`src/rtl/core/fobh_pkg.sv`:
```
// shared types, constants and arithmetic helpers for the heun step core
package fobh_pkg;

    localparam int FRAC_BITS = 16;
    localparam int W         = 32;
    localparam int DIV_W     = W + FRAC_BITS;

    localparam logic signed [W-1:0] Q_MAX = 32'sh7fff_ffff;
    localparam logic signed [W-1:0] Q_MIN = 32'sh8000_0000;
    localparam logic signed [W-1:0] SLOPE_LOW_RST  = -32'sd65536000;
    localparam logic signed [W-1:0] SLOPE_HIGH_RST = 32'sd65536000;

    typedef enum logic [2:0] {
        OP_PREDICT     = 3'd0,
        OP_CORRECT     = 3'd1,
        OP_PREDICT_CPY = 3'd2,
        OP_CORRECT_CPY = 3'd3,
        OP_INIT_IN     = 3'd4,
        OP_INIT_OUT    = 3'd5,
        OP_QUERY6      = 3'd6,
        OP_QUERY7      = 3'd7
    } t_opcode;

    typedef enum logic [2:0] {
        CFG_COEF_STATE = 3'd0,
        CFG_COEF_INPUT = 3'd1,
        CFG_COEF_FEED  = 3'd2,
        CFG_SLOPE_LOW  = 3'd3,
        CFG_SLOPE_HIGH = 3'd4
    } t_cfg_index;

    typedef struct packed {
        logic [2:0]          opcode;
        logic signed [31:0]  in_value;
        logic [30:0]         step_time;
        logic signed [31:0]  x_low;
        logic signed [31:0]  x_high;
        logic signed [31:0]  y_low;
        logic signed [31:0]  y_high;
    } t_in_word;

    typedef struct packed {
        logic signed [31:0] out_value;
        logic signed [31:0] state_value;
        logic               div_error;
    } t_out_word;

    // multiplier operand select
    typedef enum logic [2:0] {
        MS_AX, MS_BU, MS_DU, MS_DTD, MS_NRU, MS_NRY
    } t_mul_sel;

    // adder / post step select
    typedef enum logic [3:0] {
        AS_NONE, AS_SLOPE, AS_PRED, AS_CORR_SUM, AS_CORR, AS_OUT, AS_NEGR,
        AS_DEN, AS_STATE_IN, AS_Y_IN, AS_STATE_OUT
    } t_add_sel;

    typedef enum logic [1:0] {
        DS_BA, DS_UDEN
    } t_div_sel;

    typedef enum logic [4:0] {
        ST_IDLE, ST_DECODE, ST_MUL, ST_ADD, ST_DIV_START, ST_DIV_WAIT, ST_DIV_POST,
        ST_FINISH, ST_OUT
    } t_state;

    typedef struct packed {
        logic     load;
        logic     mul_go;
        t_mul_sel mul_sel;
        logic     add_go;
        t_add_sel add_sel;
        logic     div_go;
        t_div_sel div_sel;
        logic     div_post;
        logic     commit;
        logic     out_load;
    } t_cmd;

    typedef struct packed {
        logic [2:0] opcode;
        logic       a_zero;
        logic       b_zero;
        logic       den_zero;
        logic       div_done;
    } t_sts;

    function automatic logic signed [W-1:0] sat64(input logic signed [63:0] v);
        logic signed [W-1:0] r;
        if (v > 64'(signed'(Q_MAX))) r = Q_MAX;
        else if (v < 64'(signed'(Q_MIN))) r = Q_MIN;
        else r = v[W-1:0];
        return r;
    endfunction

    function automatic logic signed [W-1:0] clampv(input logic signed [W-1:0] v,
            input logic signed [W-1:0] lo, input logic signed [W-1:0] hi);
        logic signed [W-1:0] r;
        r = (v > hi) ? hi : v;
        if (r < lo) r = lo;
        return r;
    endfunction

endpackage

```
`src/rtl/core/fobh_ctrl.sv`:
```
// controller: sequences multiplier, adder and divider steps per opcode
module fobh_ctrl (
    input  logic            i_clk,
    input  logic            i_rst_n,
    input  logic            i_in_valid,
    output logic            o_in_stall,
    output logic            o_out_valid,
    input  logic            i_out_stall,
    input  fobh_pkg::t_sts  i_sts,
    output fobh_pkg::t_cmd  o_cmd
);
    // micro step list, one entry per multiplier or adder action
    typedef struct packed {
        logic              is_mul;
        fobh_pkg::t_mul_sel m;
        fobh_pkg::t_add_sel a;
    } t_uop;

    fobh_pkg::t_state r_state, n_state;
    logic [3:0] r_pc, n_pc;
    logic       r_ov, n_ov;
    logic       r_div2, n_div2;
    t_uop       uop;
    logic       last;

    // step programs
    always_comb begin
        uop  = '{1'b0, fobh_pkg::MS_AX, fobh_pkg::AS_DEN};
        last = 1'b1;
        unique case (i_sts.opcode)
            fobh_pkg::OP_PREDICT, fobh_pkg::OP_CORRECT: begin
                last = 1'b0;
                unique case (r_pc)
                    4'd0: uop = '{1'b1, fobh_pkg::MS_AX, fobh_pkg::AS_NONE};
                    4'd1: uop = '{1'b0, fobh_pkg::MS_AX, fobh_pkg::AS_NONE};
                    4'd2: uop = '{1'b1, fobh_pkg::MS_BU, fobh_pkg::AS_NONE};
                    4'd3: uop = '{1'b0, fobh_pkg::MS_AX, fobh_pkg::AS_SLOPE};
                    4'd4: uop = '{1'b0, fobh_pkg::MS_AX,
                        i_sts.opcode == fobh_pkg::OP_PREDICT ? fobh_pkg::AS_PRED
                                                             : fobh_pkg::AS_CORR_SUM};
                    4'd5: uop = '{1'b1, fobh_pkg::MS_DTD, fobh_pkg::AS_NONE};
                    4'd6: uop = '{1'b0, fobh_pkg::MS_AX, fobh_pkg::AS_CORR};
                    4'd7: uop = '{1'b1, fobh_pkg::MS_DU, fobh_pkg::AS_NONE};
                    default: begin
                        uop = '{1'b0, fobh_pkg::MS_AX, fobh_pkg::AS_OUT};
                        last = 1'b1;
                    end
                endcase
            end
            fobh_pkg::OP_INIT_IN: begin
                if (i_sts.a_zero || i_sts.b_zero) begin
                    last = (r_pc == 4'd1);
                    uop = (r_pc == 4'd0) ? '{1'b1, fobh_pkg::MS_DU, fobh_pkg::AS_NONE}
                                         : '{1'b0, fobh_pkg::MS_AX, fobh_pkg::AS_DEN};
                end else begin
                    last = (r_pc == 4'd3);
                    unique case (r_pc)
                        4'd0: uop = '{1'b1, fobh_pkg::MS_NRU, fobh_pkg::AS_NONE};
                        4'd1: uop = '{1'b0, fobh_pkg::MS_AX, fobh_pkg::AS_STATE_IN};
                        4'd2: uop = '{1'b1, fobh_pkg::MS_DU, fobh_pkg::AS_NONE};
                        default: uop = '{1'b0, fobh_pkg::MS_AX, fobh_pkg::AS_Y_IN};
                    endcase
                end
            end
            fobh_pkg::OP_INIT_OUT: begin
                if (!i_sts.a_zero) begin
                    last = (r_pc == 4'd1);
                    uop = (r_pc == 4'd0) ? '{1'b1, fobh_pkg::MS_NRY, fobh_pkg::AS_NONE}
                                         : '{1'b0, fobh_pkg::MS_AX, fobh_pkg::AS_STATE_OUT};
                end
            end
            // copies and queries: pick the state, then form the clamped output
            default: begin
                last = (r_pc == 4'd2);
                unique case (r_pc)
                    4'd0: uop = '{1'b0, fobh_pkg::MS_AX, fobh_pkg::AS_DEN};
                    4'd1: uop = '{1'b1, fobh_pkg::MS_DU, fobh_pkg::AS_NONE};
                    default: uop = '{1'b0, fobh_pkg::MS_AX, fobh_pkg::AS_OUT};
                endcase
            end
        endcase
    end

    logic need_div;
    assign need_div = (i_sts.opcode == fobh_pkg::OP_INIT_IN && !i_sts.a_zero && !i_sts.b_zero)
                   || (i_sts.opcode == fobh_pkg::OP_INIT_OUT && !i_sts.a_zero);

    logic out_free;
    assign out_free = !r_ov || !i_out_stall;

    // next state
    always_comb begin
        n_state = r_state;
        n_pc    = r_pc;
        n_div2  = r_div2;
        n_ov    = r_ov && i_out_stall;
        unique case (r_state)
            fobh_pkg::ST_IDLE:   if (i_in_valid) n_state = fobh_pkg::ST_DECODE;
            fobh_pkg::ST_DECODE: begin
                n_pc   = '0;
                n_div2 = 1'b0;
                n_state = need_div ? fobh_pkg::ST_DIV_START : fobh_pkg::ST_MUL;
            end
            fobh_pkg::ST_DIV_START: n_state = fobh_pkg::ST_DIV_WAIT;
            fobh_pkg::ST_DIV_WAIT:  if (i_sts.div_done) n_state = fobh_pkg::ST_DIV_POST;
            fobh_pkg::ST_DIV_POST: begin
                if (i_sts.opcode == fobh_pkg::OP_INIT_OUT && !r_div2) begin
                    n_div2 = 1'b1;
                    n_state = fobh_pkg::ST_ADD;
                end else begin
                    n_state = fobh_pkg::ST_MUL;
                end
            end
            fobh_pkg::ST_ADD: begin
                // divisor check between the two divides
                n_state = i_sts.den_zero ? fobh_pkg::ST_MUL : fobh_pkg::ST_DIV_START;
            end
            fobh_pkg::ST_MUL: begin
                n_pc = r_pc + 1'b1;
                if (last) n_state = fobh_pkg::ST_FINISH;
            end
            fobh_pkg::ST_FINISH: if (out_free) n_state = fobh_pkg::ST_OUT;
            fobh_pkg::ST_OUT: begin
                n_ov = 1'b1;
                n_state = fobh_pkg::ST_IDLE;
            end
            default: n_state = fobh_pkg::ST_IDLE;
        endcase
    end

    // outputs
    always_comb begin
        o_cmd = '0;
        o_cmd.mul_sel = uop.m;
        o_cmd.add_sel = uop.a;
        o_cmd.div_sel = r_div2 ? fobh_pkg::DS_UDEN : fobh_pkg::DS_BA;
        o_in_stall = (r_state != fobh_pkg::ST_IDLE);
        unique case (r_state)
            fobh_pkg::ST_IDLE:      o_cmd.load = i_in_valid;
            fobh_pkg::ST_DIV_START: o_cmd.div_go = 1'b1;
            fobh_pkg::ST_DIV_POST:  o_cmd.div_post = 1'b1;
            fobh_pkg::ST_ADD: begin
                if (i_sts.den_zero) begin
                    o_cmd.add_go  = 1'b1;
                    o_cmd.add_sel = fobh_pkg::AS_NEGR;
                end
            end
            fobh_pkg::ST_MUL: begin
                o_cmd.mul_go = uop.is_mul;
                o_cmd.add_go = !uop.is_mul;
            end
            fobh_pkg::ST_FINISH: o_cmd.commit = out_free;
            fobh_pkg::ST_OUT:    o_cmd.out_load = 1'b1;
            default: ;
        endcase
    end

    always_ff @(posedge i_clk) begin
        if (!i_rst_n) begin
            r_state <= fobh_pkg::ST_IDLE;
            r_pc    <= '0;
            r_ov    <= 1'b0;
            r_div2  <= 1'b0;
        end else begin
            r_state <= n_state;
            r_pc    <= n_pc;
            r_ov    <= n_ov;
            r_div2  <= n_div2;
        end
    end

    assign o_out_valid = r_ov;
endmodule

```
`config.mk`:
```
export PLATFORM = sky130hd
export DESIGN_NAME = fobh_ctrl
export DESIGN_NICKNAME = d
export VERILOG_FILES = /design/src/rtl/core/fobh_pkg.sv /design/src/rtl/core/fobh_ctrl.sv
export SDC_FILE = /design/constraint.sdc
export NUM_CORES = 1
export LEC_CHECK = 0
export BUFFER_PORTS_ARGS = -buffer_cell sky130_fd_sc_hd__buf_2
export CORE_UTILIZATION = 25
export DETAILED_ROUTE_END_ITERATION = 6
export PLACE_DENSITY = 0.47
export SETUP_SLACK_MARGIN = 0.2
export SLEW_MARGIN = 20
export SYNTH_ARGS = -nofsm -noshare
export SYNTH_HDL_FRONTEND = slang
export SYNTH_SLANG_ARGS = --single-unit
export TNS_END_PERCENT = 1
```
`constraint.sdc`:
```
create_clock -name i_clk -period 2.3 [get_ports i_clk]
set_clock_uncertainty 0.15 [all_clocks]
set_input_delay 0.46 -clock i_clk [delete_from_list [all_inputs] [get_ports i_clk]]
set_output_delay 0.46 -clock i_clk [all_outputs]
set_load 0.05 [all_outputs]
```
==> results_dict.tcl <==
set metrics [dict create \
    multi_input_area_um2 1030 \
    hp-class "in -> reg" \
    fin_area_um2 1990 \
    syn2layout_area_growth_pct 74.9 \
    grt_remaining_overflow 0 \
    ir_drop_uv 472 \
    io_pins 29 \
    rsz0062_at_grt "true" \
    synth_compound_area_share_pct 31.2 \
    async_flop_share_pct 0 \
    die_area_um2 4830 \
    via_per_inst 5.22 \
    nFillCells 442 \
    drive_gt1_share_pct 53.1 \
    fp-row-count 24 \
    hold_viol_final 0 \
    fmax_ghz 0.410 \
    powerDensity_nw_per_um2 779 \
    synth-xor-area-share_pct 0 \
    wl_met1_um 1870 \
    worstSkewPairLatency_ps 230 \
    critPathArrivalTime_ps 1830 \
    clk_pin_slew_ps 50 \
    initial_core_util_pct 26.1 \
    critPathMaxFanout 4 \
    syn_area_per_cell_um2 7.03 \
    met3WireLength_um 179 \
    min_period_over_period_pct 106 \
    die_h_um 69.5 \
    critPathLaunchType "flop" \
    synth_edf_count 0 \
    met2_length_um 2020 \
    diodes 0 \
    synth_ff_type "dfxtp_1" \
    placed_area_um2 1660 \
    slew_viol_final 0 \
    routed-via-count 1451 \
    ys_ff_latch 10 \
    gp_congestion 0.878 \
    core-area_um2 4350 \
    ys_warn_count 0 \
    grt_max_degree 21 \
    synthDistinctLibCells 54 \
    layout.nets 242 \
    crit_required_ps 1690 \
    grt_antenna_before_repair 0 \
    syn_nets 177 \
    wl_per_cell_um 14.7 \
    synth_area_um2 1140 \
    portBuffers 27 \
    pre_cts_slack_ps -159 \
    cts_hold_buf 0 \
    routed_wl_um 4100 \
    cts.sinks 10 \
    cts_tree "built" \
    synthAdderAreaFrac_pct 4.40 \
    drt-initial-drc-count 123 \
    slowest_delay_ps 380 \
    yosysSeqAreaShare_pct 17.6 \
    violations "setup timing" \
    cts.htree.levels 1 \
    p_leak_uw 0.000845 \
    cap_violations 0 \
    worstSetupPathType "reg -> out" \
    cp_slowest_cell "dfxtp_4" \
    path_cells "inv_4, ha_4, buf_12, and3_4, o22ai_4, nand2b_1, a32oi_4, buf_6" \
    synthSimpleGateAreaFrac_pct 34.2 \
    routed.top_layer "met4" \
    ctsLongestPathBuffers 2 \
    holdWs_ps 395 \
    dr.pass1.iters 4 \
    area.sequential_um2 211 \
    netlist_instances 162 \
    synth_top_family_by_area "simple AND/OR/NAND/NOR gates" \
    cts_buffers 3 \
    status "complete, but fails checks" \
    worst_setup_path_end_kind "output pin" \
    place_hpwl_um 3120 \
    grt_usage_pct 16.9 \
    drc 0 \
    finalSetupViolations 5 \
    cts_root_buf "clkbuf_8" \
    grt_pass1_wl_um 6760 \
    muxShareOfSynthArea_pct 2.86 \
    layout_setup_ws_ps -140 \
    period_minus_slack_ps 2440 \
    ant_nets 0 \
    first_global_vias 1435 \
    die_w_um 69.5 \
]
cell usage after synthesis (2+ instances only):
cell type,n,area (µm²)
a21boi_0,2,15.0
a21oi_1,4,20.0
a31oi_1,5,31.3
a32oi_1,3,26.3
and2_1,7,43.8
and3_1,3,18.8
buf_2,2,10.0
buf_4,3,22.5
clkbuf_1,9,33.8
dfxtp_1,10,200
ha_1,4,50.1
inv_1,7,26.3
mux2_2,2,22.5
nand2_1,13,48.8
nand2b_1,4,25.0
nand3_1,3,15.0
nand4b_1,2,17.5
nor2_1,13,48.8
nor2b_1,2,12.5
nor3_1,5,25.0
nor3b_1,3,22.5
nor4_1,2,12.5
nor4b_1,2,17.5
o211ai_1,2,15.0
o21ai_0,17,85.1
o22ai_1,2,12.5
o311a_1,2,20.0
o31ai_1,3,22.5
registers in the layout, summed over array words and instances (netlist names):
| name | cells |
|---|---|
| r_pc | 4 |
| o_out_valid | 1 |
| r_div2 | 1 |
| r_state | 4 |
kinds of logic (layout without fill, tap and decap cells):
group / after synthesis / count (layout)
simple gates: 68 / 68
flops: 10 / 10
compound gates: 53 / 53
other cells: 1 / 1
fa+ha+maj: 4 / 4
buf+inv: 23 / 87
mux: 3 / 3
final cells by class:
| class | count | area share, % |
|---|---|---|
| Inverter | 7 | 1.44 |
| Timing Repair Buffer | 76 | 30.0 |
| Clock buffer | 4 | 2.76 |
| Tap cell | 52 | 3.27 |
| Sequential cell | 10 | 10.6 |
| Multi-Input combinational cell | 129 | 51.9 |
critical path, delay by kind of cell (launching register included):
family	cells	cell delay, ps
AOI/OAI and AO/OA	2	390
DFF	1	380
buffers and inverters	3	370
and+or+nand+nor	2	280
adders and majority gates	1	170
timing repair:
item | CTS | global route
resized for setup | 44 | 21
endpoints found under the hold margin | 0 | 0
pin swaps | 12 | 7
buffers inserted | 3 | 4
endpoints found under the setup margin | 11 | 13
cloned | 0 | 0
final timing paths:
path | from | end | slack (ps) | depth (start not counted)
worst min-delay path | i_rst_n | r_div2 | 390 | 3
worst min register to register | r_div2 | r_div2 | 410 | 2
worst max-delay path | r_pc[1] | o_cmd[6] | -140 | 8
worst max register to register | r_state[1] | r_state[0] | 390 | 5
metrics by stage:
stage               instances  total power, µW  utilization (%)  setup TNS, ps
floorplan                 162              864                -           -362
global placement          267             1130             38.0           -248
detailed placement        267             1140             38.0           -341
CTS                       274             1480             43.1           -650
global route              278             1660             45.7          -1230
finish                    278             1550             45.7           -593
power by group:
group	total [µW]	internal [µW]	switching, µW
clock	221	151	70.3
combinational	1080	471	613
sequential	246	207	38.4
total	1550	829	722
layout by cell type (no fill, tap or decap), types with 2 or more instances in the layout:
cell,count
nor2b_1,2
clkbuf_8,4
buf_4,46
o311a_1,2
nand2b_1,4
ha_4,3
nor3_2,3
nor2_1,12
dfxtp_4,3
nand4b_1,2
and3_1,2
a21oi_1,3
buf_2,15
dfxtp_1,7
inv_1,3
o21ai_1,4
nand3_1,3
buf_6,14
nor4_1,2
mux2_2,2
a21boi_0,2
nor3_1,3
o21ai_0,11
inv_2,3
nor3b_1,2
o211ai_1,2
and2_1,6
a31oi_1,4
nand2_1,12
o21ai_2,3
metal layers:
| metal | track usage [%] | vias up |
|---|---|---|
| met3 | 2.03 | 4 |
| met5 | 0 | - |
| met4 | 4.08 | 0 |
| met1 | 22.4 | 678 |
| li1 | - | 726 |
| met2 | 29.2 | 43 |
Note: power is estimated with default switching activity, not from simulation.
